===== src/acps_pkg.sv =====
// ----------------------------------------------------------------------------
// acps_pkg: shared types and constants for the anti-aliased circle shader
// Field widths, register codes, configuration bundle and pipeline tag.
// ----------------------------------------------------------------------------
package acps_pkg;

	// Pixel index width (range 4..16)
	localparam int INDEX_BITS = 12;

	// Fixed field widths
	localparam int DATA_BITS  = 64;
	localparam int COORD_BITS = 32;
	localparam int LEN_BITS   = 31;
	localparam int CH_BITS    = 16;
	localparam int COV_BITS   = CH_BITS + 1;
	localparam int ROOT_BITS  = 32;
	localparam int RAD_BITS   = 2 * ROOT_BITS;
	localparam int QUO_BITS   = CH_BITS;
	localparam int PROD_BITS  = INDEX_BITS + LEN_BITS;
	localparam int DIFF_BITS  = PROD_BITS + 2;

	// Register file geometry: 8-byte stride
	localparam int REG_COUNT  = 6;
	localparam int ADDR_BITS  = $clog2(REG_COUNT * 8);
	localparam int SEL_BITS   = ADDR_BITS - 3;

	typedef enum logic [SEL_BITS-1:0] {
		REG_COLOR  = SEL_BITS'(0),
		REG_CENTER = SEL_BITS'(1),
		REG_RADIUS = SEL_BITS'(2),
		REG_ORIGIN = SEL_BITS'(3),
		REG_WIDTH  = SEL_BITS'(4),
		REG_LAST   = SEL_BITS'(5)
	} acps_reg_t;

	// Reset values
	localparam logic [DATA_BITS-1:0]    RST_COLOR  = '1;
	localparam logic [DATA_BITS-1:0]    RST_CENTER = '0;
	localparam logic [LEN_BITS-1:0]     RST_RADIUS = LEN_BITS'(32'h0010_0000);
	localparam logic [DATA_BITS-1:0]    RST_ORIGIN = '0;
	localparam logic [LEN_BITS-1:0]     RST_WIDTH  = LEN_BITS'(32'h0001_0000);
	localparam logic [2*INDEX_BITS-1:0] RST_LAST   = '1;

	// Full coverage, 1.0 in Q1.16
	localparam logic [COV_BITS-1:0] COV_ONE = {1'b1, {CH_BITS{1'b0}}};

	// Live configuration as seen by the datapath
	typedef struct packed {
		logic [DATA_BITS-1:0]  color;
		logic [COORD_BITS-1:0] cx;
		logic [COORD_BITS-1:0] cy;
		logic [COORD_BITS-1:0] ox;
		logic [COORD_BITS-1:0] oy;
		logic [LEN_BITS-1:0]   radius;
		logic [LEN_BITS-1:0]   width;
		logic [INDEX_BITS-1:0] last_x;
		logic [INDEX_BITS-1:0] last_y;
	} acps_cfg_t;

	// Control that travels with an item through the iterative units
	typedef struct packed {
		logic valid;
		logic live;
		logic full;
	} acps_tag_t;

endpackage


===== src/acps_div.sv =====
// ----------------------------------------------------------------------------
// acps_div: pipelined coverage divider
// Restoring division num * 2^15 / den, one quotient bit per stage, for num < 2*den.
// ----------------------------------------------------------------------------
module acps_div (
	input  logic                               clk,
	input  logic                               arst_n,
	input  logic                               adv,
	input  logic [acps_pkg::ROOT_BITS-1:0]     num,
	input  logic [acps_pkg::LEN_BITS-1:0]      den,
	input  acps_pkg::acps_tag_t                tag_in,
	output logic [acps_pkg::QUO_BITS-1:0]      quo,
	output acps_pkg::acps_tag_t                tag_out
);
	import acps_pkg::*;

	logic [ROOT_BITS-1:0] rem_w [0:QUO_BITS-1];
	logic [QUO_BITS-1:0]  quo_w [0:QUO_BITS];
	acps_tag_t            tag_w [0:QUO_BITS];
	logic [ROOT_BITS-1:0] den_x;

	assign den_x    = {1'b0, den};
	assign rem_w[0] = num;
	assign quo_w[0] = '0;
	assign tag_w[0] = tag_in;

	for (genvar k = 0; k < QUO_BITS; k++) begin : g_step
		logic                 fit;
		logic [ROOT_BITS-1:0] diff;
		logic [QUO_BITS-1:0]  quo_s;
		acps_tag_t            tag_s;

		assign fit  = rem_w[k] >= den_x;
		assign diff = fit ? rem_w[k] - den_x : rem_w[k];

		always_ff @(posedge clk or negedge arst_n) begin
			if (!arst_n) begin
				tag_s <= '0;
			end else if (adv) begin
				tag_s <= tag_w[k];
			end
		end

		always_ff @(posedge clk) begin
			if (adv) begin
				quo_s <= {quo_w[k][QUO_BITS-2:0], fit};
			end
		end

		if (k < QUO_BITS - 1) begin : g_carry
			logic [ROOT_BITS-1:0] rem_s;

			always_ff @(posedge clk) begin
				if (adv) begin
					rem_s <= {diff[ROOT_BITS-2:0], 1'b0};
				end
			end

			assign rem_w[k+1] = rem_s;
		end

		assign quo_w[k+1] = quo_s;
		assign tag_w[k+1] = tag_s;
	end

	assign quo     = quo_w[QUO_BITS];
	assign tag_out = tag_w[QUO_BITS];

endmodule


===== config.mk =====
export PLATFORM = sky130hd
export DESIGN_NAME = acps_div
export DESIGN_NICKNAME = d
export VERILOG_FILES = /design/src/acps_pkg.sv /design/src/acps_div.sv
export SDC_FILE = /design/constraint.sdc
export NUM_CORES = 2
export LEC_CHECK = 0
export BUFFER_PORTS_ARGS = -buffer_cell sky130_fd_sc_hd__buf_2
export CAP_MARGIN = 20
export CORE_AREA = 4 4 334 336
export DETAILED_ROUTE_END_ITERATION = 16
export DIE_AREA = 0 0 338 340
export GPL_TIMING_DRIVEN = 1
export PLACE_DENSITY = 0.69
export SYNTH_ARGS = -nofsm -noshare
export SYNTH_HDL_FRONTEND = slang
export SYNTH_SLANG_ARGS = --single-unit

===== constraint.sdc =====
create_clock -name clk -period 7.4 [get_ports clk]
set_input_delay 0.74 -clock clk [delete_from_list [all_inputs] [get_ports clk]]
set_output_delay 0.74 -clock clk [all_outputs]
set_load 0.05 [all_outputs]

# Word-level counts from Yosys, hierarchy flattened
# Cells that the tools add are included.
word_totals:
  ramBits: 0
  output_inout_bits: 19
  memories: 0
  romBits: 0
  register_bits: 649
  latch_bits: 0
  wordCells: 139
classes:
  bitwise: 0
  n_lt_le_gt_ge: 16
  n_shift: 0
  reduce_logical: 0
  mux: 15
  mul: 0
  div: 0
  n_addsub: 15
  n_eq_ne: 0
op_table:
  columns: ["cell", "count"]
  rows:
  - ["32-bit by 31-bit greater-or-equal comparator with 1-bit output", 16]
  - ["31-bit two-way mux", 15]
  - ["31-bit subtractor", 15]

# Depth between registers and ports, before layout
logic_depth:
  word_depth: 2
  mapped_depth: 15
  ltp_nobuf: 13

# Worst setup path before layout
# No wires, ideal clock.
synth_timing:
  kind: "input to register"
  start: "in den[0] (netlist name)"
  end: "reg g_step[2].g_carry.rem_s[18], data pin"
  arrival_time_ns: 4.988
  slack_ns: 2.152
  n_path_buf: 2
  cell_stages: 13
  required_time_ns: 7.140
  setup_time_ns: 0.260
  cell_sequence: "buf_2 -> clkinv_1 -> fa_1 -> a21o_1 -> a21o_1 -> a221o_1 -> a221o_1 -> a221oi_2 -> o21ai_1 -> a21bo_1 -> a41oi_2 -> buf_4 -> mux2_2"
synth_via:
  elab_chain_len: 2
  word_cells_on_any_way: 3
  classes_between: "1 x add/sub; 1 x order compare; 1 x mux"
synth_rtl:
  columns: ["item", "line", "source"]
  rows:
  - ["start, declared", "acps_div.sv:10", "input logic [acps_pkg::LEN_BITS-1:0] den,"]
  - ["31-bit subtractor / 32-bit by 31-bit greater-or-equal comparator with 1-bit output (equally long branches)", "acps_div.sv:34, acps_div.sv:33", null]
  - ["31-bit two-way mux *", "acps_div.sv:34", "assign diff = fit ? rem_w[k] - den_x : rem_w[k];"]
  - ["named net g_step[2].diff[17]", "acps_div.sv:29", "logic [ROOT_BITS-1:0] diff;"]
  - ["end signal, assigned", "acps_div.sv:55", "rem_s <= {diff[ROOT_BITS-2:0], 1'b0};"]
  - ["end, declared", "acps_div.sv:51", "logic [ROOT_BITS-1:0] rem_s;"]
# The timed path passes the listed nets; every way through them passes the cells marked *.
# A chain may end at the register's enable or synchronous reset.

# Worst setup path in the final report
layout_timing:
  start: "in den[0] (netlist name)"
  end: "reg g_step[14].g_carry.rem_s[2], data pin"
layout_via:
  elab_chain_len: 2
  word_cells_on_any_way: 3
  classes_between: "1 x add/sub; 1 x order compare; 1 x mux"
layout_rtl:
  columns: ["item", "line"]
  rows:
  - ["31-bit subtractor / 32-bit by 31-bit greater-or-equal comparator with 1-bit output (equally long branches)", "acps_div.sv:34, acps_div.sv:33"]
  - ["31-bit two-way mux *", "acps_div.sv:34"]
  - ["named net g_step[14].diff[1]", "acps_div.sv:29"]
  - ["end signal, assigned", "acps_div.sv:55"]
  - ["end, declared", "acps_div.sv:51"]
# Marked as above.

==> qor.yml <==
final_layout:
  fillers: 9856
  syn_to_final_growth_pct: 10.02
  fin_nets: 5488
  drive_above_1_share_pct: 11.35
  antennaDiodeCount: 0
  fin_util_pct: 49.18
setup_path:
  cpMostUsedCell: "o211ai_1"
  critPathBufInv: 3
  cp.arrival_ns: 5.38
  startpoint_type: "input pin"
  ff2ff_setup_slack_ns: 2.96
  cp_slowest_cell: "o31ai_4"
  timing.rr.end: "g_step[14].g_carry.rem_s[2]"
  cpLargestDelayFamily: "compound AO/OA/AOI/OAI gates"
  path_cells: "buf_2, inv_2, fa_1, a21o_1, a221oi_1, a211oi_1, o211ai_1, nor2b_1, o211ai_1, o31ai_4, buf_4, mux2_2"
  crit_type: "in -> reg"
  end_kind: "flip-flop"
  cp_max_fo: 43
  ff2ff_path_depth: 10
  cp_slowest_stage_delay_ns: 0.59
  required_ns: 7.80
  r2r-start: "g_step[13].g_carry.rem_s[1]"
min_path:
  whs_path_depth: 2
  whs_endpoint: "g_step[0].tag_s[1]"
  min-delay-start: "tag_in[1]"
  min_path_type: "in -> reg"
timing:
  skew_ns: 0.02626
  setup_tns_ns: 0
  setup_viol: 0
  drv_slew: 0
  slew_headroom_pct: 16.58
  holdWs_ns: 0.3415
  period_share_pct: 67.35
  hold_viol: 0
  fin_crit_ns: 4.984
  max_freq_mhz: 200.7
  rsz0062_at_grt: "no"
  tightest_slew_ns: 1.251
  worst_slack_ns: 2.416
die:
  row_count: 121
  io_pins: 88
  dieArea_um2: 114900
  die_h_um: 340
  initial_core_util_pct: 44.70
  fp.dieW_um: 338
  fp.coreArea_um2: 108600
place:
  io_buffers: 87
  gp_congestion: 0.9140
  hpwlAfterDp_mm: 87.98
  dp_slack_ns: 1.788
clock_network:
  htreeDepth: 3
  cts_tree: "yes"
  clkLatencyLatePin_ns: 0.65
  cts-root-buf: "clkbuf_16"
  clk_pin_slew_worst_paths_ns: 0.06
  cts_buffer_depth: 3
  cts_buffers: 77
  clkSinkCount: 649
detailed_routing:
  met2WireLength_mm: 56.54
  vias_per_cell: 5.871
  wl_met1_mm: 52.87
  drt-pass1-iter-count: 7
  routed_wirelength_mm: 122.0
  vias: 37480
  top_layer_used: "met5"
  drc: 0
  ant_nets: 0
  post_drt_wl_per_cell_um: 19.10
  drt-initial-drc-count: 2673
  routed-wl-met3_mm: 6.960
yosys:
  synth_nets: 5391
  synth_ff_type: "edfxtp_1"
  synth_common_cells: "601 x edfxtp_1, 521 x a21oi_1, 495 x ha_1"
  syn_avg_cell_area_um2: 10.08
  ys_types: 89
  syn_area_um2: 48520
  yosysSeqAreaShare_pct: 39.67
  async_flop_share_pct: 7.396
  ys_seq_elements: 649
  synth.largest_area_cell: "edfxtp_1"
  synth-edff-count: 601
  synth_area_leaders: "edfxtp_1 37%, ha_1 13%, mux2_2 5.8%, a21oi_1 5.4%, xnor2_1 4.6%"
  yosysWarnings: 0
  synth.most_common_cell: "edfxtp_1"
  yosys.area.top_type_share_pct: 37.19
  synth_cells: 4812
global_routing:
  grt_pass1_wl_mm: 191.6
  grt_max_degree: 175
  grt_pass1_vias: 35820
  overflow: 0
  grt_antenna_before_repair: 3
  grt_usage_pct: 20.73
power:
  p_leak_uw: 0.02171
  p_total_uw: 24740
  ir_drop_mv: 0.1976
  powerDensity_nw_per_um2: 463.4
job:
  cap_violations: 0
outcome:
  outcome: "finished clean"
sequential cells by signal, indices dropped and copies added (netlist names):
register	flops
quo	16
tag_out	3
g_step.tag_s	45
g_step.quo_s	120
g_step.g_carry.rem_s	465
stage by stage:
| stage | cell area (um^2) | cells |
|---|---|---|
| floorplan | 48520 | 4812 |
| global placement | 50780 | 6242 |
| detailed placement | 50780 | 6242 |
| CTS | 53360 | 6382 |
| global route | 53390 | 6384 |
| finish | 53390 | 6384 |
logic make-up after synthesis:
kind of cell / share of synthesized area [%]
flops: 39.67
compound gates: 20.06
simple gates: 11.22
mux: 6.127
buf+inv: 2.133
fa+ha+maj: 13.38
xor+xnor: 7.401
worst max-delay path by stage:
stage	slack, ns	end	depth (start not counted)	start
2_1_floorplan	2.15	g_step[2].g_carry.rem_s[18]	13	den[0]
3_3_place_gp	1.87	g_step[14].g_carry.rem_s[2]	12	den[0]
3_5_place_dp	1.79	g_step[14].g_carry.rem_s[2]	12	den[0]
4_1_cts	2.47	g_step[14].g_carry.rem_s[17]	12	den[0]
5_1_grt	2.11	g_step[14].g_carry.rem_s[2]	12	den[0]
6_report	2.42	g_step[14].g_carry.rem_s[2]	12	den[0]
power breakdown:
part           internal, uW  total (uW)  switching, uW
registers              6350        7290            947
logic                  6100       13500           7430
clock network          2330        3910           1580
total                 14800       24700           9960
cell usage in the layout (no fill, tap or decap), types with 16 or more instances in the layout:
cell       netlist  routed
a21oi_1        521     521
xor2_1         154     154
mux2_2         250     250
nor2_1         332     332
nor3_1          54      54
or3_1           19      19
nand2b_1        50      50
a221oi_1        17      17
clkbuf_16        0      82
xnor2_1        256     256
nand3_1         80      79
a211o_1         17      17
a211oi_1        38      38
nand4_1         77      77
clkinv_2         0      16
o21a_1          55      55
ha_1           495     495
buf_4            4      53
o211ai_1        21      21
o21bai_1        63      63
edfxtp_1       601     601
and2_1          38      38
or2_2           16      16
a21o_1         253     253
nand2_1        357     357
nor2b_1         53      53
and3_1          36      36
a31oi_1         37      36
buf_2           20      86
inv_1          137     136
dfrtp_1         48      48
o21ai_0        333     333
o31ai_1         27      26
layer usage:
layer | vias to the layer above | GRT usage (%)
met1 | 17740 | 26.93
li1 | 18430 | -
met4 | 4 | 8.445
met3 | 303 | 3.735
met2 | 1001 | 34.13
met5 | - | 0
layout make-up:
type,instances,area (um^2),share of cell area (%)
Clock buffer,99,2146,4.019
Clock inverter,41,431.7,0.8086
Inverter,138,518.0,0.9703
Multi-Input combinational cell,3898,28340,53.08
Sequential cell,649,19250,36.06
Tap cell,1414,1769,3.314
Timing Repair Buffer,145,933.4,1.748
repair_timing:
item / in CTS / in global routing
buffers inserted: 0 / 0
gates resized for setup: 0 / 0
hold buffers: 0 / 1
endpoints found under the hold margin: 0 / 8
Note: power is estimated with default switching activity, not from simulation.
