[src/acps_pkg.sv]
// ----------------------------------------------------------------------------
// acps_pkg: shared types and constants for the anti-aliased circle shader
// Field widths, register codes, configuration bundle and pipeline tag.
// ----------------------------------------------------------------------------
package acps_pkg;

	// Pixel index width (range 4..16)
	localparam int INDEX_BITS = 12;

	// Fixed field widths
	localparam int DATA_BITS  = 64;
	localparam int COORD_BITS = 32;
	localparam int LEN_BITS   = 31;
	localparam int CH_BITS    = 16;
	localparam int COV_BITS   = CH_BITS + 1;
	localparam int ROOT_BITS  = 32;
	localparam int RAD_BITS   = 2 * ROOT_BITS;
	localparam int QUO_BITS   = CH_BITS;
	localparam int PROD_BITS  = INDEX_BITS + LEN_BITS;
	localparam int DIFF_BITS  = PROD_BITS + 2;

	// Register file geometry: 8-byte stride
	localparam int REG_COUNT  = 6;
	localparam int ADDR_BITS  = $clog2(REG_COUNT * 8);
	localparam int SEL_BITS   = ADDR_BITS - 3;

	typedef enum logic [SEL_BITS-1:0] {
		REG_COLOR  = SEL_BITS'(0),
		REG_CENTER = SEL_BITS'(1),
		REG_RADIUS = SEL_BITS'(2),
		REG_ORIGIN = SEL_BITS'(3),
		REG_WIDTH  = SEL_BITS'(4),
		REG_LAST   = SEL_BITS'(5)
	} acps_reg_t;

	// Reset values
	localparam logic [DATA_BITS-1:0]    RST_COLOR  = '1;
	localparam logic [DATA_BITS-1:0]    RST_CENTER = '0;
	localparam logic [LEN_BITS-1:0]     RST_RADIUS = LEN_BITS'(32'h0010_0000);
	localparam logic [DATA_BITS-1:0]    RST_ORIGIN = '0;
	localparam logic [LEN_BITS-1:0]     RST_WIDTH  = LEN_BITS'(32'h0001_0000);
	localparam logic [2*INDEX_BITS-1:0] RST_LAST   = '1;

	// Full coverage, 1.0 in Q1.16
	localparam logic [COV_BITS-1:0] COV_ONE = {1'b1, {CH_BITS{1'b0}}};

	// Live configuration as seen by the datapath
	typedef struct packed {
		logic [DATA_BITS-1:0]  color;
		logic [COORD_BITS-1:0] cx;
		logic [COORD_BITS-1:0] cy;
		logic [COORD_BITS-1:0] ox;
		logic [COORD_BITS-1:0] oy;
		logic [LEN_BITS-1:0]   radius;
		logic [LEN_BITS-1:0]   width;
		logic [INDEX_BITS-1:0] last_x;
		logic [INDEX_BITS-1:0] last_y;
	} acps_cfg_t;

	// Control that travels with an item through the iterative units
	typedef struct packed {
		logic valid;
		logic live;
		logic full;
	} acps_tag_t;

endpackage

[src/acps_sqrt.sv]
// ----------------------------------------------------------------------------
// acps_sqrt: pipelined floor square root
// One root bit per stage, digit-by-digit with a running remainder.
// ----------------------------------------------------------------------------
module acps_sqrt (
	input  logic                               clk,
	input  logic                               arst_n,
	input  logic                               adv,
	input  logic [acps_pkg::RAD_BITS-1:0]      rad,
	input  acps_pkg::acps_tag_t                tag_in,
	output logic [acps_pkg::ROOT_BITS-1:0]     root,
	output acps_pkg::acps_tag_t                tag_out
);
	import acps_pkg::*;

	localparam int REM_BITS = ROOT_BITS + 1;
	localparam int TRY_BITS = REM_BITS + 2;

	logic [REM_BITS-1:0]  rem_w  [0:ROOT_BITS-1];
	logic [RAD_BITS-1:0]  rad_w  [0:ROOT_BITS-1];
	logic [ROOT_BITS-1:0] root_w [0:ROOT_BITS];
	acps_tag_t            tag_w  [0:ROOT_BITS];

	assign rem_w[0]  = '0;
	assign rad_w[0]  = rad;
	assign root_w[0] = '0;
	assign tag_w[0]  = tag_in;

	for (genvar k = 0; k < ROOT_BITS; k++) begin : g_step
		logic [TRY_BITS-1:0]  acc;
		logic [TRY_BITS-1:0]  trial;
		logic                 fit;
		logic [ROOT_BITS-1:0] root_s;
		acps_tag_t            tag_s;

		// bring down the next two radicand bits, try root*4+1
		assign acc   = {rem_w[k], rad_w[k][RAD_BITS-1-2*k -: 2]};
		assign trial = {1'b0, root_w[k], 2'b01};
		assign fit   = acc >= trial;

		always_ff @(posedge clk or negedge arst_n) begin
			if (!arst_n) begin
				tag_s <= '0;
			end else if (adv) begin
				tag_s <= tag_w[k];
			end
		end

		always_ff @(posedge clk) begin
			if (adv) begin
				root_s <= {root_w[k][ROOT_BITS-2:0], fit};
			end
		end

		if (k < ROOT_BITS - 1) begin : g_carry
			logic [REM_BITS-1:0] rem_s;
			logic [RAD_BITS-1:0] rad_s;

			always_ff @(posedge clk) begin
				if (adv) begin
					rem_s <= fit ? REM_BITS'(acc - trial) : REM_BITS'(acc);
					rad_s <= rad_w[k];
				end
			end

			assign rem_w[k+1] = rem_s;
			assign rad_w[k+1] = rad_s;
		end

		assign root_w[k+1] = root_s;
		assign tag_w[k+1]  = tag_s;
	end

	assign root    = root_w[ROOT_BITS];
	assign tag_out = tag_w[ROOT_BITS];

endmodule

[config.mk]
export PLATFORM = sky130hd
export DESIGN_NAME = acps_sqrt
export DESIGN_NICKNAME = d
export VERILOG_FILES = /design/src/acps_pkg.sv /design/src/acps_sqrt.sv
export SDC_FILE = /design/constraint.sdc
export NUM_CORES = 2
export LEC_CHECK = 0
export BUFFER_PORTS_ARGS = -buffer_cell sky130_fd_sc_hd__buf_2
export CORE_ASPECT_RATIO = 1.5
export CORE_MARGIN = 3
export CORE_UTILIZATION = 62
export CTS_BUF_LIST = sky130_fd_sc_hd__clkbuf_8 sky130_fd_sc_hd__clkbuf_16
export DETAILED_ROUTE_END_ITERATION = 8
export GPL_TIMING_DRIVEN = 0
export PLACE_DENSITY_LB_ADDON = 0.1
export SLEW_MARGIN = 30
export SYNTH_ARGS = -nofsm -noshare
export SYNTH_HDL_FRONTEND = slang
export SYNTH_SLANG_ARGS = --single-unit
[constraint.sdc]
create_clock -name clk -period 5.3 [get_ports clk]
set_input_delay 0.53 -clock clk [delete_from_list [all_inputs] [get_ports clk]]
set_output_delay 0.53 -clock clk [all_outputs]
set_load 0.02 [all_outputs]
# [Yosys cells after proc, flatten, opt, wreduce, memory -nomap -nowiden]
# Cells that the tools add are included.
[totals] register_bits=2609 wordCells=285
[op_classes] n_addsub=31 order_cmp=32 muxes=31
[op_table] cell="33-bit 2-to-1 mux" n=30
[op_table] cell="35-bit by 10-bit >= comparator with 1-bit output" n=1
[op_table] cell="35-bit by 11-bit >= comparator with 1-bit output" n=1
[op_table] cell="35-bit by 12-bit >= comparator with 1-bit output" n=1
[op_table] cell="35-bit by 13-bit >= comparator with 1-bit output" n=1
[op_table] cell="35-bit by 14-bit >= comparator with 1-bit output" n=1
[op_table] cell="35-bit by 15-bit >= comparator with 1-bit output" n=1
[op_table] cell="35-bit by 16-bit >= comparator with 1-bit output" n=1
[op_table] cell="35-bit by 17-bit >= comparator with 1-bit output" n=1
[op_table] cell="35-bit by 18-bit >= comparator with 1-bit output" n=1
[op_table] cell="35-bit by 19-bit >= comparator with 1-bit output" n=1
[op_table] cell="35-bit by 20-bit >= comparator with 1-bit output" n=1
[op_table] cell="35-bit by 21-bit >= comparator with 1-bit output" n=1
[op_table] cell="35-bit by 22-bit >= comparator with 1-bit output" n=1
[op_table] cell="35-bit by 23-bit >= comparator with 1-bit output" n=1
[op_table] cell="35-bit by 24-bit >= comparator with 1-bit output" n=1
[op_table] cell="35-bit by 25-bit >= comparator with 1-bit output" n=1
[op_table] cell="35-bit by 26-bit >= comparator with 1-bit output" n=1
[op_table] cell="35-bit by 27-bit >= comparator with 1-bit output" n=1
[op_table] cell="35-bit by 28-bit >= comparator with 1-bit output" n=1
[op_table] cell="35-bit by 29-bit >= comparator with 1-bit output" n=1
[op_table] cell="35-bit by 3-bit >= comparator with 1-bit output" n=1
[op_table] cell="35-bit by 30-bit >= comparator with 1-bit output" n=1
[op_table] cell="35-bit by 31-bit >= comparator with 1-bit output" n=1
[op_table] cell="other kinds (41)" n=41

# [Longest topological paths before layout]
[depth] depth_word=2 depth_mapped=14 depth_no_buf=12

# [Worst setup path after synthesis]
# OpenSTA, ideal clock, no wires.
[synth_path] path_kind="reg-to-reg" from="register g_step[22].g_carry.rem_s[18]" to="register g_step[23].g_carry.rem_s[30], data pin" path_slack_ps=1976 stages_incl_launch_ff=11 synth_period_minus_slack_ps=3324 path_buffers=1 arrival_ps=3052 cell_sequence="edfxtp_1 -> ha_1 -> buf_2 -> nand4_1 -> or2_1 -> or3_1 -> or4_1 -> o2111a_1 -> or4b_1 -> a2111oi_2 -> xor2_1"
[synth_via] elab_chain_len=2 elab_cells_between_ends=3 cone_classes="add/sub: 1; order compare: 1; mux: 1"
[synth_lines] item="start, declared" line_no="acps_sqrt.sv:56" rtl="logic [REM_BITS-1:0] rem_s;"
[synth_lines] item="start signal, assigned" line_no="acps_sqrt.sv:61" rtl="rem_s <= fit ? REM_BITS'(acc - trial) : REM_BITS'(acc);"
[synth_lines] item="33-bit by 25-bit subtractor with 33-bit output or 35-bit by 25-bit >= comparator with 1-bit output (tied branches)" line_no="acps_sqrt.sv:61, acps_sqrt.sv:39"
[synth_lines] item="33-bit 2-to-1 mux *" line_no="acps_sqrt.sv:61"
[synth_lines] item="end signal, assigned" line_no="acps_sqrt.sv:61"
[synth_lines] item="end, declared" line_no="acps_sqrt.sv:56"
# Mark *: on every way between the ends. The rest lies on a longest branch, timed or not.
# A chain may end at the register's enable or synchronous reset.

# [Worst setup path after layout]
[layout_path] from="register g_step[29].g_carry.rem_s[0]" to="register g_step[30].g_carry.rem_s[3], data pin"
[layout_via] elab_chain_len=2 elab_cells_between_ends=3 cone_classes="add/sub: 1; order compare: 1; mux: 1"
[layout_lines] item="start, declared" line_no="acps_sqrt.sv:56"
[layout_lines] item="start signal, assigned" line_no="acps_sqrt.sv:61"
[layout_lines] item="33-bit by 32-bit subtractor with 33-bit output or 35-bit by 32-bit >= comparator with 1-bit output (tied branches)" line_no="acps_sqrt.sv:61, acps_sqrt.sv:39"
[layout_lines] item="33-bit 2-to-1 mux *" line_no="acps_sqrt.sv:61"
[layout_lines] item="end signal, assigned" line_no="acps_sqrt.sv:61"
[layout_lines] item="end, declared" line_no="acps_sqrt.sv:56"
# Marks and branches as above.

==> summary.md <==
| Metric | Value |
|---|---|
| Final Max Slew Viols | 0 |
| Final WS setup | 0.338 ns |
| Final instance area | 134,000 um2 |
| Crit path required time | 5.89 ns |
| Switching part of the total | 28.5% |
| Postcts setup bufs | 0 |
| Leakage | 0.0516 uW |
| Pwr dens | 433 nW/um2 |
| RSZ-0062 raised after global routing | false |
| Crit start category | flop |
| Critical Path Start | g_step[29].g_carry.rem_s[0] |
| Sequential share of power | 48.0% |
| Core Area | 193,000 um2 |
| Reg2reg setup slack | 0.34 ns |
| Placed cell area | 125,000 um2 |
| FF-to-FF End | g_step[30].g_carry.rem_s[3] |
| Fin. Hold Viols | 0 |
| Skew final | 0.0546 ns |
| Fin crit period | 4.96 ns |
| DRT iter0 DRCs | 5,268 |
| Longest Clk Path Bufs | 4 |
| H-tree lvl count | 4 |
| Die Ht | 545 um |
| Drt wl/cell | 20.4 um |
| Gpl congestion | 0.973 |
| Initial Utilization | 62.5% |
| Final setup vio count | 0 |
| CP max FO | 10 |
| Reg-to-Reg Start | g_step[29].g_carry.rem_s[0] |
| Slew @ Worst Pin | 0.916 ns |
| CTS tree | done |
| Clock Latency Late Sink | 0.87 ns |
| Antenna violations before repair | 7 |
| Worst r2r path cells | 12 |
| Max transition margin | 37.4% |
| Dominant synthesized flop cell | edfxtp_1 |
| Layout cells sized above 1 | 8.02% |
| Synthesized area | 120,000 um2 |
| Final period util | 93.6% |
| Post-synth EDFFs | 2,495 |
| Remaining DRCs | 0 |
| Synthesis-to-layout area growth | 11.1% |
| Worst Setup EP | g_step[30].g_carry.rem_s[3] |
| Ports | 105 |
| Ys Warns | 0 |
| TritonCTS Buffers | 239 |
| Synth Instances | 9,292 |
| Horiz. Die Dim | 366 um |
| Grt total ovfl | 0 |
| Maximum number of pins on one net before global-route repair | 148 |
| Detail Route Antenna Nets | 0 |
| Total Routing Usage GR | 25.5% |
| WHS | 0.115 ns |
| Die ar. | 199,000 um2 |
| Logic pwr share | 21.2% |
| PortBufs | 104 |
| TritonRoute pass-1 iters | 8 |
| Fmax | 0.202 GHz |
| Avg Inst Size Synth | 12.9 um2 |
| Clock power share | 30.8% |
| Avg Vias per Cell | 5.87 |
| Placement Setup Slack | 0.468 ns |
| Post_cts resized | 0 |
| CTS root buffer | clkbuf_16 |
| Maxcap violations | 0 |
| Pint | 41,400 uW |
| Part of the Yosys area used for sequential elements | 64.3% |
| Flop and latch count out of synthesis | 2,591 |
| Post-synth ARST share | 3.71% |
| Critical Path AT | 5.55 ns |
| Row cnt | 197 |
| Psw | 16,400 uW |
| Setup_tns | 0 ns |
| Cell variety after synth | 100 |
| First-pass GRT wire length | 397 mm |
| Total Nets Final | 10,400 |
| Detailed Route WL | 256 mm |
| Worst Setup End Kind | flop |
| VDD IR max | 0.000355 V |
| Fin util | 69.4% |
| Class of the worst hold path | in -> reg |
| Total number of vias | 73,500 |
| Clock slew at reported path FFs | 0.07 ns |
| Post-DP HPWL | 185 mm |
| CTS sink cnt | 2,591 |
| Syn Nets | 9,923 |
| Setup CP Type | reg -> reg |
| Vias in the first global route | 73,300 |
| Outcome | complete, no violations |
[routing by layer]
metal	up-vias	global-route usage [%]	share of wire, %
met2	2129	45.5	52
met1	35300	28.9	37
met4	2	15.6	6.7
li1	35300	-	-
met5	-	0	0.0043
met3	766	3.22	4.3
[power by group through the flow]
stage | Combinational, uW | Clock (uW) | Sequential (uW)
after floorplan | 8870 | 0 | 27300
after global placement | 11800 | 0 | 29500
after detailed placement | 12000 | 0 | 28100
after CTS | 12200 | 18200 | 27700
after global routing | 13600 | 19000 | 28000
final | 12300 | 17800 | 27700
[worst min-delay path by stage]
stage / depth (start not counted) / end / from / slack [ns]
after floorplan: 0 / g_step[0].tag_s[0] / arst_n / 0.23
after global placement: 0 / g_step[25].g_carry.rad_s[2] / g_step[24].g_carry.rad_s[2] / 0.40
after detailed placement: 1 / g_step[3].tag_s[0] / arst_n / 0.40
after CTS: 1 / g_step[0].g_carry.rad_s[8] / adv / 0.04
after global routing: 1 / g_step[2].g_carry.rad_s[8] / adv / 0.08
final: 1 / g_step[2].g_carry.rad_s[8] / adv / 0.11
[cell families after synthesis]
group / share of synthesized area [%]
buffers and inverters: 2.94
AOI/OAI and AO/OA: 9.79
other: 0.00312
xor gates and xnor gates: 5.67
adders and majority gates: 5.84
and+or+nand+nor: 9.72
muxes: 1.76
DFF: 64.3
[synthesized netlist by cell type, drive strengths merged, types with 95 or more instances]
master | instances | area (um2)
o21a | 96 | 721
nor4 | 119 | 757
edfxtp | 2495 | 74900
nand3 | 160 | 806
nor2 | 578 | 2170
xor2 | 393 | 3440
nand2 | 556 | 2090
ha | 561 | 7020
o21ai | 448 | 2240
dfrtp | 96 | 2400
nand2b | 95 | 594
a21oi | 614 | 3070
nor3 | 242 | 1250
xnor2 | 385 | 3370
or3 | 107 | 674
mux2 | 172 | 1940
a21o | 252 | 1890
clkbuf | 162 | 608
nand4 | 114 | 719
inv | 720 | 2700
[final cells by class]
class,instances,area [um2]
Sequential cell,2591,77300
Fill cell,13400,58900
Multi-Input combinational cell,5776,39500
Clock buffer,244,6080
Tap cell,2587,3240
Inverter,722,2710
Clock inverter,195,2130
Timing Repair Buffer,195,1820
Buffer,203,822
Antenna cell,14,35.0
[cells in the final DEF (no fill, tap or decap), types with 242 or more instances in the layout]
cell type,n
o21ai_0,435
edfxtp_1,2495
a21oi_1,614
nor2_1,577
ha_1,561
xor2_1,393
xnor2_1,385
nand2_1,556
inv_1,750
a21o_1,252
clkbuf_16,242
[sequential cells by signal, summed over array words and instances, names as in the netlist]
name and flops:
g_step.g_carry.rad_s 992, g_step.g_carry.rem_s 975, g_step.root_s 496, g_step.tag_s 93, root 32, tag_out 3
[through the flow]
step | cells | total power, uW
5_1_grt | 12500 | 60600
3_5_place_dp | 12000 | 40100
2_1_floorplan | 9292 | 36200
6_report | 12500 | 57800
3_3_place_gp | 12000 | 41200
4_1_cts | 12500 | 58100
[timing repair]
item / 4_1_cts / 5_1_grt
hold endpoints to repair: 164 / 0
hold buffers: 70 / 0
endpoints found under the setup margin: 0 / 0
[critical path, cell delays in order, from the launching register on]
cell,delay [ns]
edfxtp_1,0.46
ha_1,0.38
o21ai_0,0.14
a211oi_1,0.59
a31oi_1,0.21
a21oi_1,0.27
o21ai_0,0.14
a21oi_1,0.46
o31a_1,0.20
clkbuf_1,0.51
clkbuf_1,0.75
buf_2,0.42
a21oi_1,0.16
(Power assumes the default switching activity.)
