==> src/acps_pkg.sv <==
// ----------------------------------------------------------------------------
// acps_pkg: shared types and constants for the anti-aliased circle shader
// Field widths, register codes, configuration bundle and pipeline tag.
// ----------------------------------------------------------------------------
package acps_pkg;

	// Pixel index width (range 4..16)
	localparam int INDEX_BITS = 12;

	// Fixed field widths
	localparam int DATA_BITS  = 64;
	localparam int COORD_BITS = 32;
	localparam int LEN_BITS   = 31;
	localparam int CH_BITS    = 16;
	localparam int COV_BITS   = CH_BITS + 1;
	localparam int ROOT_BITS  = 32;
	localparam int RAD_BITS   = 2 * ROOT_BITS;
	localparam int QUO_BITS   = CH_BITS;
	localparam int PROD_BITS  = INDEX_BITS + LEN_BITS;
	localparam int DIFF_BITS  = PROD_BITS + 2;

	// Register file geometry: 8-byte stride
	localparam int REG_COUNT  = 6;
	localparam int ADDR_BITS  = $clog2(REG_COUNT * 8);
	localparam int SEL_BITS   = ADDR_BITS - 3;

	typedef enum logic [SEL_BITS-1:0] {
		REG_COLOR  = SEL_BITS'(0),
		REG_CENTER = SEL_BITS'(1),
		REG_RADIUS = SEL_BITS'(2),
		REG_ORIGIN = SEL_BITS'(3),
		REG_WIDTH  = SEL_BITS'(4),
		REG_LAST   = SEL_BITS'(5)
	} acps_reg_t;

	// Reset values
	localparam logic [DATA_BITS-1:0]    RST_COLOR  = '1;
	localparam logic [DATA_BITS-1:0]    RST_CENTER = '0;
	localparam logic [LEN_BITS-1:0]     RST_RADIUS = LEN_BITS'(32'h0010_0000);
	localparam logic [DATA_BITS-1:0]    RST_ORIGIN = '0;
	localparam logic [LEN_BITS-1:0]     RST_WIDTH  = LEN_BITS'(32'h0001_0000);
	localparam logic [2*INDEX_BITS-1:0] RST_LAST   = '1;

	// Full coverage, 1.0 in Q1.16
	localparam logic [COV_BITS-1:0] COV_ONE = {1'b1, {CH_BITS{1'b0}}};

	// Live configuration as seen by the datapath
	typedef struct packed {
		logic [DATA_BITS-1:0]  color;
		logic [COORD_BITS-1:0] cx;
		logic [COORD_BITS-1:0] cy;
		logic [COORD_BITS-1:0] ox;
		logic [COORD_BITS-1:0] oy;
		logic [LEN_BITS-1:0]   radius;
		logic [LEN_BITS-1:0]   width;
		logic [INDEX_BITS-1:0] last_x;
		logic [INDEX_BITS-1:0] last_y;
	} acps_cfg_t;

	// Control that travels with an item through the iterative units
	typedef struct packed {
		logic valid;
		logic live;
		logic full;
	} acps_tag_t;

endpackage

==> src/acps_regs.sv <==
// ----------------------------------------------------------------------------
// acps_regs: configuration register file
// APB-style slave, 64-bit data, one register per 8-byte slot.
// ----------------------------------------------------------------------------
module acps_regs (
	input  logic                                clk,
	input  logic                                arst_n,
	input  logic                                psel,
	input  logic                                penable,
	input  logic                                pwrite,
	input  logic [acps_pkg::ADDR_BITS-1:0]      paddr,
	input  logic [acps_pkg::DATA_BITS-1:0]      pwdata,
	output logic [acps_pkg::DATA_BITS-1:0]      prdata,
	output logic                                pready,
	output acps_pkg::acps_cfg_t                 cfg
);
	import acps_pkg::*;

	logic [DATA_BITS-1:0]    color_q;
	logic [DATA_BITS-1:0]    center_q;
	logic [LEN_BITS-1:0]     radius_q;
	logic [DATA_BITS-1:0]    origin_q;
	logic [LEN_BITS-1:0]     width_q;
	logic [2*INDEX_BITS-1:0] last_q;
	logic                    wr_en;
	acps_reg_t               sel;

	assign sel    = acps_reg_t'(paddr[ADDR_BITS-1:3]);
	assign wr_en  = psel && penable && pwrite;
	assign pready = 1'b1;

	always_ff @(posedge clk or negedge arst_n) begin
		if (!arst_n) begin
			color_q  <= RST_COLOR;
			center_q <= RST_CENTER;
			radius_q <= RST_RADIUS;
			origin_q <= RST_ORIGIN;
			width_q  <= RST_WIDTH;
			last_q   <= RST_LAST;
		end else if (wr_en) begin
			case (sel)
				REG_COLOR:  color_q  <= pwdata;
				REG_CENTER: center_q <= pwdata;
				REG_RADIUS: radius_q <= pwdata[LEN_BITS-1:0];
				REG_ORIGIN: origin_q <= pwdata;
				REG_WIDTH:  width_q  <= pwdata[LEN_BITS-1:0];
				REG_LAST:   last_q   <= pwdata[2*INDEX_BITS-1:0];
				default: ;
			endcase
		end
	end

	always_comb begin
		case (sel)
			REG_COLOR:  prdata = color_q;
			REG_CENTER: prdata = center_q;
			REG_RADIUS: prdata = DATA_BITS'(radius_q);
			REG_ORIGIN: prdata = origin_q;
			REG_WIDTH:  prdata = DATA_BITS'(width_q);
			REG_LAST:   prdata = DATA_BITS'(last_q);
			default:    prdata = '0;
		endcase
	end

	// Zero width acts as one LSB
	always_comb begin
		cfg.color  = color_q;
		cfg.cx     = center_q[DATA_BITS-1:COORD_BITS];
		cfg.cy     = center_q[COORD_BITS-1:0];
		cfg.ox     = origin_q[DATA_BITS-1:COORD_BITS];
		cfg.oy     = origin_q[COORD_BITS-1:0];
		cfg.radius = radius_q;
		cfg.width  = (width_q == '0) ? LEN_BITS'(1) : width_q;
		cfg.last_x = last_q[2*INDEX_BITS-1:INDEX_BITS];
		cfg.last_y = last_q[INDEX_BITS-1:0];
	end

endmodule

==> config.mk <==
export PLATFORM = sky130hd
export DESIGN_NAME = acps_regs
export DESIGN_NICKNAME = d
export VERILOG_FILES = /design/src/acps_pkg.sv /design/src/acps_regs.sv
export SDC_FILE = /design/constraint.sdc
export NUM_CORES = 1
export LEC_CHECK = 0
export ABC_AREA = 0
export BUFFER_PORTS_ARGS = -buffer_cell sky130_fd_sc_hd__buf_4
export CAP_MARGIN = 20
export CORE_UTILIZATION = 45
export CTS_CLUSTER_DIAMETER = 80
export DETAILED_ROUTE_END_ITERATION = 8
export PLACE_DENSITY = 0.75
export SETUP_SLACK_MARGIN = 0.3
export SLEW_MARGIN = 0
export SYNTH_ARGS = -nofsm -noshare
export SYNTH_HDL_FRONTEND = slang
export SYNTH_SLANG_ARGS = --single-unit
==> constraint.sdc <==
create_clock -name clk -period 2 [get_ports clk]
set_input_delay 0.4 -clock clk [delete_from_list [all_inputs] [get_ports clk]]
set_output_delay 0.4 -clock clk [all_outputs]
set_load 0.02 [all_outputs]
== Word level (Yosys, flattened, before mapping) ==
Cells that the tools add are included.
W data, S select, Z words.

* Logic and storage cells: 23
* Register bits: 278
* Bits of input ports: 75
* Output and inout port bits: 343

* Eq/ne operators: 5
* Multiplexer cells: 2
* Reduce and logical (&&, ||, !) cells: 10

{| class="wikitable"
|+ Operators by type and width
! operator !! count
|-
| $pmux W64 S6 || 1
|-
| $logic_not A31 Y1 || 1
|-
| $mux W31 || 1
|-
| $reduce_and A2 Y1 || 6
|-
| $eq A3 B2 Y1 const B || 2
|-
| $eq A3 B3 Y1 const B || 2
|-
| $eq A3 B1 Y1 const B || 1
|-
| $logic_not A3 Y1 || 1
|-
| $logic_and A1 B1 Y1 || 2
|}

== Longest topological paths before layout ==
Gate-level depths: netlist (run 1).

* Word-level depth: 3
* Mapped depth: 7
* Mapped depth without buffers: 3

== Worst setup path after synthesis (run 1) ==
No wires, ideal clock.

* Path type: input -> output
* Start: input port paddr[5] in the netlist's numbering
* End: output port prdata[19] in the netlist's numbering
* Stages on the path: 6
* Path slack: -107 ps
* Data required time: 1600 ps
* Data arrival time: 1707 ps
* Buffers on the path: 3
* Cells stage by stage: buf_2 -> buf_2 -> nor3b_1 -> buf_2 -> a22oi_1 -> nand3_1

* Cells in the longest elaborated chain, start to end: 2
* Elaborated cells between the ends (all ways): 7
* Classes of those cells: eq/ne: 5; mux: 1; reduce/logical: 1

{| class="wikitable"
|+ RTL lines
! what !! line !! RTL
|-
| start, declared || acps_regs.sv:11 || <nowiki>input logic [acps_pkg::ADDR_BITS-1:0] paddr,</nowiki>
|-
| $eq A3 B3 Y1 (tied with other cells) || acps_regs.sv:54 || <nowiki>case (sel)</nowiki>
|-
| $pmux W64 S6 * || acps_regs.sv:54 ||
|-
| end, declared || acps_regs.sv:13 || <nowiki>output logic [acps_pkg::DATA_BITS-1:0] prdata,</nowiki>
|}

Mark *: on every way between the ends. The rest lies on a longest branch, timed or not.

==> impl_metrics.toml, run 1 <==
[status]
result_of_the_run = "finished with violations"
violations_in_the_final_reports = "negative setup slack"

[placed_design]
dp_hpwl_microns = 29190
dp_slack_ns = -0.06189
placedInstanceArea_sq_um = 17750
port_buffers = 413
placer_s_final_routability_congestion_estimate = 0.8446

[synth]
synth_fa_ha_area_share_pct = 0
post_synth_inst_count = 940
synth.top_cells.by_area = "dfrtp_1 (37%), mux2_2 (26%), dfstp_2 (19%)"
post_synthesis_sequential_area_ratio_pct = 55.65
synth_async_sr_flop_share_pct = 100.0
post_syn_area_per_cell_sq_um = 13.51
postSynthRegisterBits = 278
share_of_the_synthesized_area_in_the_top_cell_type_pct = 37.04
netlist-cell-type-count = 34
synth-xor-area-share_pct = 0
cell_area_after_technology_mapping_sq_um = 12700
synth_edf_count = 0
dominant_combinational_cell_family_by_area_after_synthesis = "multiplexers"
post_synth_and_or_nand_nor_area_fraction_pct = 4.915
synthMuxAreaShare_pct = 28.59
synth_top_flop_cell = "dfrtp_1"
postSynthNetCount = 1015
yosysTopAreaCell = "dfrtp_1"
synthesis_warnings = 0
synth_compound_gate_area_share_pct = 6.491

[sta]
setup_slack_after_layout_ns = -0.2781
hold_slack_ns = 0.08870
report.final.slew_viol_count = 0
clock.fmax_ghz = 0.4390
timing.final.hold_violations = 0
fin_crit_ns = 2.278
skew_ns = 0
finalSetupViolCount = 22
layout_worst_path_cycle_share_pct = 113.9
unrepaired_setup_endpoints_after_global_routing = "true"

[clock_network]
tritoncts_clock_tree = "built"
h-tree-depth = 1
cts_root_buf = "clkbuf_16"
clock-sinks = 278
cts_buffer_depth = 3
clkLatencyLatePin_ns = 0.55
cts_made_buffers = 31
cts.clk_slew.worst_paths_ns = 0.06

[power_and_ir_drop]
static-leakage-power_nw = 9.829
power.switching_fraction_pct = 33.62
vdd_drop_max_mv = 0.7535
seq_power_share_pct = 37.2
p_per_area_nw_per_um2 = 1048
power.clock.fraction_pct = 25.5
power_report.internal_total_mw = 14.76
netSwitchingPower_mw = 7.473
pwr-share-comb_pct = 37.3

[setup_path]
timing.setup.critical_path_class = "flop to primary output"
timing.critical_path.cells = "nor4_2 -> nand4_1 -> o21bai_1 -> buf_4"
critical_path.startpoint_type = "flop"
timing.critical_path.required_ns = 1.60
rr_startpoint = "width_q[21]"
worstPathArrival_ns = 1.88
ff2ff_setup_slack_ns = 0.85
critical_path_peak_fanout = 2
r2r.worst_path.cells = 4
end_kind = "primary output"
timing.critical_path.slowest_stage_cell = "dfrtp_1"
crit-reg2reg-capture = "width_q[21]"
critical_path.max_stage_delay_ns = 0.42

[routing]
drt-pass1-iter-count = 6
routed_wl_microns = 48180
vias_per_inst = 5.655
dr_total_vias = 10600
number_of_drc_violations_after_detailed_routing_iteration_0 = 561
number_of_drc_violations_after_detailed_routing = 0
route.detailed.wl_per_inst_microns = 25.71
detail-route-antenna-nets = 0

[worst_hold_path]
timing.hold.worst.class = "primary input to flop"
min_from = "pwdata[42]"
hold_depth = 2
holdPathEnd = "color_q[42]"

[grt]
track_usage_pct = 31.12
overflow = 0
grt_max_degree = 55
antenna_found_initial = 0
via_count_of_the_first_global_routing_pass = 10890
first_pass_grt_wire_length_microns = 67610

[final_layout]
finalNetCount = 1546
antennaDiodeCount = 0
synthToLayoutAreaGrowth_pct = 66.94
layout-drive-gt1-share_pct = 83.62
most_frequent_standard_cell_in_the_layout_excluding_fill_and_tap_cells = "buf_4"
layout_common_cells = "buf_4 (351), buf_6 (200), dfrtp_1 (165)"
finalInstanceArea_sq_um = 21210

[floorplan]
start_util_pct = 45.72
core.rowCount = 61
dieHeight_microns = 170.0
core-area_sq_um = 27780
die-area_sq_um = 28900
chipWidth_microns = 170.0
io_pins = 418

[run]
maxCapViolCount = 0
[sequential cells by signal (all words and copies together), names as in the netlist]
name      cells
width_q      31
last_q       24
origin_q     64
center_q     64
color_q      64
radius_q     31
[worst max-delay path by stage]
| stage | from | endpoint | slack, ns | cells after the start |
|---|---|---|---|---|
| floorplan | paddr[5] | center_q[23] | 0.15 | 6 |
| global placement | paddr[3] | center_q[19] | -0.03 | 6 |
| detailed placement | paddr[3] | center_q[1] | -0.06 | 6 |
| CTS | width_q[17] | cfg[24] | -0.30 | 5 |
| global route | width_q[30] | cfg[24] | -0.32 | 5 |
| finish | width_q[5] | cfg[24] | -0.28 | 4 |
[kinds of logic (layout without fill, tap and decap cells)]
group	after synthesis	in the layout
simple gates	120	120
flops	278	278
compound gates	122	122
mux	323	323
buf+inv	96	652
other cells	1	1
[routing by layer]
metal	global-route usage (%)	wire, microns	vias up	part of all wire [%]
met2	52.82	24290	491	50
met3	6.302	3212	149	6.7
met5	0	0	-	0
met4	14.96	2526	0	5.2
met1	37.89	18150	5499	38
li1	-	-	4459	-
[power groups by stage]
stage	Clock, mW	Combinational [mW]	Sequential, mW
5_1_grt	5.97	8.61	8.38
6_report	5.66	8.29	8.28
3_3_place_gp	0	6.47	8.17
3_5_place_dp	0	6.58	8.20
4_1_cts	5.69	7.73	8.17
2_1_floorplan	0	2.56	9.10
[cell type report]
cell class                      count  area (sq um)
Tap cell                          378         473.0
Clock buffer                       51         910.9
Inverter                            1         3.754
Multi-Input combinational cell    566          6855
Clock inverter                      7         88.84
Timing Repair Buffer              593          5776
Sequential cell                   278          7098
Fill cell                        1624          6576
[critical path: cells and delay by family, from the launching register on]
kind	cells	cell delay, ns
DFF	1	0.42
buffers and inverters	1	0.18
and+or+nand+nor	2	0.57
AOI/OAI and AO/OA	1	0.16
[Yosys cell counts, drive strengths merged, types with 2 or more instances]
cell and number:
a21oi 33, a22oi 81, and3b 2, buf 49, clkbuf 46, dfrtp 188, dfstp 90, mux2 318
mux2i 5, nand2 67, nand3 25, nand4 2, nor2 2, nor2b 3, nor3 4, nor3b 3
nor4 9, o22ai 7
[through the flow]
step           setup TNS, ns  std cells  total power [mW]  utilization (%)
2_1_floorplan              0        940             11.66                -
3_5_place_dp          -2.788       1700             14.77            63.88
3_3_place_gp          -1.412       1700             14.63            63.88
4_1_cts              -0.8606       1828             21.59            74.04
5_1_grt               -2.294       1874             22.97            76.33
6_report              -1.024       1874             22.23            76.33
[what timing repair did]
action,in CTS,in global routing
hold endpoints to repair,30,0
gates resized for setup,301,66
cloned,6,2
pin swaps,69,24
hold buffers,1,0
endpoints found under the setup margin,71,127
buffers inserted,63,44
(Power assumes the default switching activity.)
==> inputs of run 2 (changes only) <==
- CORE_MARGIN: default -> 2
- CORE_UTILIZATION: 45 -> 46
- PLACE_DENSITY: 0.75 -> 0.77
==> impl_metrics.toml, run 2 (same netlist as run 1, synthesis figures left out) <==
[final_layout]
layout-drive-gt1-share_pct = 83.46
finalNonFillerCells = 1816
most_frequent_standard_cell_in_the_layout_excluding_fill_and_tap_cells = "buf_4"
synthToLayoutAreaGrowth_pct = 65.68
multi_input_comb_area_sq_um = 6869
largestRegisters = "center_q (64), color_q (64), origin_q (64)"
layout_common_cells = "buf_4 (354), dfrtp_1 (173), buf_6 (170)"
antennaDiodeCount = 0
final_util_pct = 77.87
seqCellArea_sq_um = 7088
finalInstanceArea_sq_um = 21050
nFillCells = 1481
finalNetCount = 1527

[placed_design]
total_placed_cells_including_tap_cells = 1662
placedInstanceArea_sq_um = 17770
dp_slack_ns = -0.06944
port_buffers = 413
dp_hpwl_microns = 29450
placer_s_final_routability_congestion_estimate = 0.8438

[clock_network]
cts_made_buffers = 29
clock-sinks = 278
cts.clk_slew.worst_paths_ns = 0.06
clkLatencyLatePin_ns = 0.54
cts_buffer_depth = 3
h-tree-depth = 1
cts_root_buf = "clkbuf_16"
tritoncts_clock_tree = "built"

[routing]
drt-pass1-iter-count = 4
number_of_drc_violations_after_detailed_routing = 0
dr_total_vias = 10570
routed_wl_microns = 48570
detail-route-antenna-nets = 0
number_of_drc_violations_after_detailed_routing_iteration_0 = 688
route.detailed.wl_per_inst_microns = 26.75
vias_per_inst = 5.820

[floorplan]
core-area_sq_um = 27030
chipWidth_microns = 170.2
io_pins = 418
die-area_sq_um = 28960
start_util_pct = 47.00
core.rowCount = 60
dieHeight_microns = 170.2

[grt]
track_usage_pct = 31.99
antenna_found_initial = 0
first_pass_grt_wire_length_microns = 70030
via_count_of_the_first_global_routing_pass = 11190
grt_max_degree = 63
overflow = 0

[sta]
setup_total_negative_slack_ns = -0.6514
setup_slack_after_layout_ns = -0.3209
skew_ns = 0
layout_worst_path_cycle_share_pct = 116.0
report.final.slew_viol_count = 0
worst-slew-pin-transition_ns = 0.5542
finalSetupViolCount = 11
timing.final.hold_violations = 0
fin_crit_ns = 2.321
hold_slack_ns = 0.1075
unrepaired_setup_endpoints_after_global_routing = "true"
timing.max_slew.rel_slack_pct = 63.05
clock.fmax_ghz = 0.4309

[setup_path]
timing.critical_path.required_ns = 1.60
rr_startpoint = "width_q[19]"
ff2ff_setup_slack_ns = 0.86
critical_path.startpoint_type = "flop"
crit-reg2reg-capture = "width_q[19]"
critical_path_peak_fanout = 2
timing.setup.critical_path_class = "flop to primary output"
worstPathArrival_ns = 1.92
end_kind = "primary output"
r2r.worst_path.cells = 4

[status]
result_of_the_run = "finished with violations"
violations_in_the_final_reports = "negative setup slack"

[worst_hold_path]
min_from = "pwdata[31]"
timing.hold.worst.class = "primary input to flop"
hold_depth = 2
holdPathEnd = "color_q[31]"

[power_and_ir_drop]
finalPower_mw = 21.80
vdd_drop_max_mv = 0.7593
p_per_area_nw_per_um2 = 1036
static-leakage-power_nw = 9.737

[run]
maxCapViolCount = 0
## run 2: changes by cell type in the layout (fill, tap and decap cells not counted), sizes merged
| cell | previous run | this run |
|---|---|---|
| clkinvlp | 0 | 1 |
| clkbuf | 53 | 47 |
| buf | 589 | 573 |
| bufinv | 2 | 3 |
| bufbuf | 1 | 0 |
## run 2: cell type report
class	instances	share of cell area, %
well taps	341	2.027
clock inverters	9	0.6005
inverters	1	0.01784
clock buffers	45	4.019
repair buffers	576	27.02
flip-flops and latches	278	33.68
multi-input cells	566	32.64
## run 2: worst max-delay path by stage
stage / start / end / slack (ns)
after floorplan: paddr[5] / center_q[23] / 0.15
after global placement: paddr[5] / prdata[19] / -0.04
after detailed placement: paddr[5] / prdata[23] / -0.07
after CTS: width_q[11] / cfg[24] / -0.30
after global routing: width_q[11] / cfg[24] / -0.41
final: width_q[11] / cfg[24] / -0.32
## run 2: layer usage
layer / global-route usage (%) / share of wire, % / up-vias
li1: - / - / 4433
met1: 39.64 / 38 / 5456
met2: 53.66 / 50 / 523
met3: 6.558 / 7.3 / 157
met4: 15.38 / 5.1 / 0
met5: 0 / 0 / -
## run 2: repair_timing
item                                    4_1_cts  5_1_grt
cloned                                       10        2
pin swaps                                    76       38
resized for setup                           279       61
hold endpoints to repair                     33        0
endpoints found under the setup margin       68      108
buffers inserted                             61       26
hold buffers                                  1        0
## run 2: report_power, final
| group | leakage, nW | switching (mW) | total [mW] | internal, mW |
|---|---|---|---|---|
| Clock | 0.475 | 2.22 | 5.50 | 3.29 |
| Combinational | 5.94 | 3.84 | 8.03 | 4.19 |
| Sequential | 3.32 | 1.25 | 8.27 | 7.02 |
## run 2: worst max-delay path, stage by stage, from the launching register on
cell	delay, ns
dfrtp_2	0.42
nor4_4	0.36
buf_4	0.17
nand4_1	0.07
o21bai_1	0.17
buf_4	0.19
==> inputs of run 3 (changes only) <==
- CORE_UTILIZATION: 46 -> 45
- PLACE_DENSITY: 0.77 -> 0.72
- clock period: 2 -> 2.34 ns (I/O delays scaled with it)
==> impl_metrics.toml, run 3 (same netlist as run 1, synthesis figures left out) <==
[placed_design]
dp_slack_ns = 0.1085
placer_s_final_routability_congestion_estimate = 0.7928
dp_hpwl_microns = 28570
port_buffers = 413
placedInstanceArea_sq_um = 16580

[worst_hold_path]
min_from = "pwdata[58]"
hold_depth = 2
holdPathEnd = "color_q[58]"
timing.hold.worst.class = "primary input to flop"

[setup_path]
critical_path.max_stage_delay_ns = 0.41
timing.critical_path.slowest_stage_cell = "dfrtp_1"
timing.critical_path.cells = "nor4_4 -> buf_4 -> nand4_1 -> o21bai_1 -> buf_4"
critPathMostFrequentCell = "buf_4"
crit-reg2reg-capture = "width_q[9]"
timing.critical_path.required_ns = 1.87
ff2ff_setup_slack_ns = 1.27
critical_path_peak_fanout = 2
r2r.worst_path.cells = 3
critical_path.startpoint_type = "flop"
rr_startpoint = "width_q[9]"
end_kind = "primary output"
worstPathArrival_ns = 1.95
timing.setup.critical_path_class = "flop to primary output"

[sta]
timing.max_slew.rel_slack_pct = 54.71
setup_slack_after_layout_ns = -0.07301
report.final.slew_viol_count = 0
layout_worst_path_cycle_share_pct = 103.1
worst-slew-pin-transition_ns = 0.6794
finalSetupViolCount = 1
setup_total_negative_slack_ns = -0.07301
clock.fmax_ghz = 0.4144
hold_slack_ns = 0.1627
unrepaired_setup_endpoints_after_global_routing = "true"
fin_crit_ns = 2.413
skew_ns = 0
timing.final.hold_violations = 0

[floorplan]
chipWidth_microns = 172.0
core-area_sq_um = 27780
start_util_pct = 45.72
io_pins = 418
core.rowCount = 61
die-area_sq_um = 29590
dieHeight_microns = 172.0

[clock_network]
h-tree-depth = 1
cts_buffer_depth = 3
cts_made_buffers = 30
tritoncts_clock_tree = "built"
cts_root_buf = "clkbuf_16"
clkLatencyLatePin_ns = 0.54
cts.clk_slew.worst_paths_ns = 0.06
clock-sinks = 278

[routing]
number_of_drc_violations_after_detailed_routing_iteration_0 = 544
detail-route-antenna-nets = 0
dr_total_vias = 9861
route.detailed.wl_per_inst_microns = 23.49
routed_wl_microns = 42090
vias_per_inst = 5.503
drt-pass1-iter-count = 5
number_of_drc_violations_after_detailed_routing = 0

[power_and_ir_drop]
power.clock.fraction_pct = 28.6
finalPower_mw = 17.81
power.switching_fraction_pct = 32.54
power_report.internal_total_mw = 12.02
p_per_area_nw_per_um2 = 945.0
vdd_drop_max_mv = 0.6273
netSwitchingPower_mw = 5.796
static-leakage-power_nw = 8.787
seq_power_share_pct = 38.9
pwr-share-comb_pct = 32.5

[grt]
via_count_of_the_first_global_routing_pass = 10050
first_pass_grt_wire_length_microns = 61720
antenna_found_initial = 2
overflow = 0
grt_max_degree = 80
track_usage_pct = 27.50

[final_layout]
largestRegisters = "center_q (64), color_q (64), origin_q (64)"
layout-drive-gt1-share_pct = 77.89
finalInstanceArea_sq_um = 18850
synthToLayoutAreaGrowth_pct = 48.39
seqCellArea_sq_um = 7078
most_frequent_standard_cell_in_the_layout_excluding_fill_and_tap_cells = "buf_4"
finalNetCount = 1463
layout_common_cells = "buf_4 (443), mux2_2 (251), dfrtp_1 (181)"
nFillCells = 2064
multi_input_comb_area_sq_um = 5924

[run]
maxCapViolCount = 0

[status]
violations_in_the_final_reports = "negative setup slack"
result_of_the_run = "finished with violations"
==> run 3: changes by cell type in the layout (fill, tap and decap cells not counted), sizes merged <==
cell      delta
diode        +3
bufinv       +1
buf         -64
inv          -1
clkinvlp     -1
clkbuf       +1
==> run 3: power by group through the flow <==
stage	Sequential (mW)	Combinational (mW)	Clock (mW)
after global placement	6.91	5.15	0
after detailed placement	6.94	5.22	0
after CTS	6.87	5.65	5.18
after global routing	7.05	6.13	5.38
after floorplan	7.73	1.77	0
final	6.93	5.80	5.09
==> run 3: how the worst max path moves through the flow <==
stage | start | end | slack, ns
2_1_floorplan | paddr[5] | prdata[12] | 0.29
3_3_place_gp | paddr[5] | prdata[2] | 0.11
3_5_place_dp | paddr[5] | prdata[2] | 0.11
4_1_cts | width_q[30] | cfg[24] | -0.08
5_1_grt | width_q[9] | cfg[24] | -0.14
6_report | width_q[30] | cfg[24] | -0.07
==> run 3: critical path, delay by kind of cell (launching register included) <==
kind / cells / cell delay [ns]
and+or+nand+nor: 2 / 0.42
DFF: 1 / 0.41
buffers and inverters: 2 / 0.35
AOI/OAI and AO/OA: 1 / 0.21
==> run 3: stage by stage <==
| stage | util [%] | instances |
|---|---|---|
| 5_1_grt | 67.84 | 1791 |
| 3_3_place_gp | 59.70 | 1681 |
| 6_report | 67.85 | 1792 |
| 4_1_cts | 66.13 | 1777 |
| 2_1_floorplan | - | 940 |
| 3_5_place_dp | 59.70 | 1681 |
==> run 3: timing repair <==
action / in CTS / in global routing
hold buffers: 1 / 0
setup buffers: 40 / 10
gates cloned: 0 / 2
endpoints found under the hold margin: 46 / 0
resized for setup: 101 / 91
endpoints found under the setup margin: 65 / 64
pin swaps: 25 / 26
==> run 3: area by class of cell <==
cell class	instances	share of cell area, %
diodes	3	0.03983
clock buffers	47	4.965
clock inverters	8	0.7766
inverters	1	0.02655
multi-input cells	566	31.43
flip-flops and latches	278	37.55
well taps	378	2.509
repair buffers	511	22.70
==> run 3: metal layers <==
| metal | track usage (%) | vias to the layer above | share of wire, % |
|---|---|---|---|
| met4 | 8.623 | 0 | 3.1 |
| met2 | 46.39 | 428 | 49 |
| met3 | 7.141 | 78 | 8.3 |
| li1 | - | 4314 | - |
| met5 | 0 | - | 0 |
| met1 | 34.76 | 5041 | 39 |
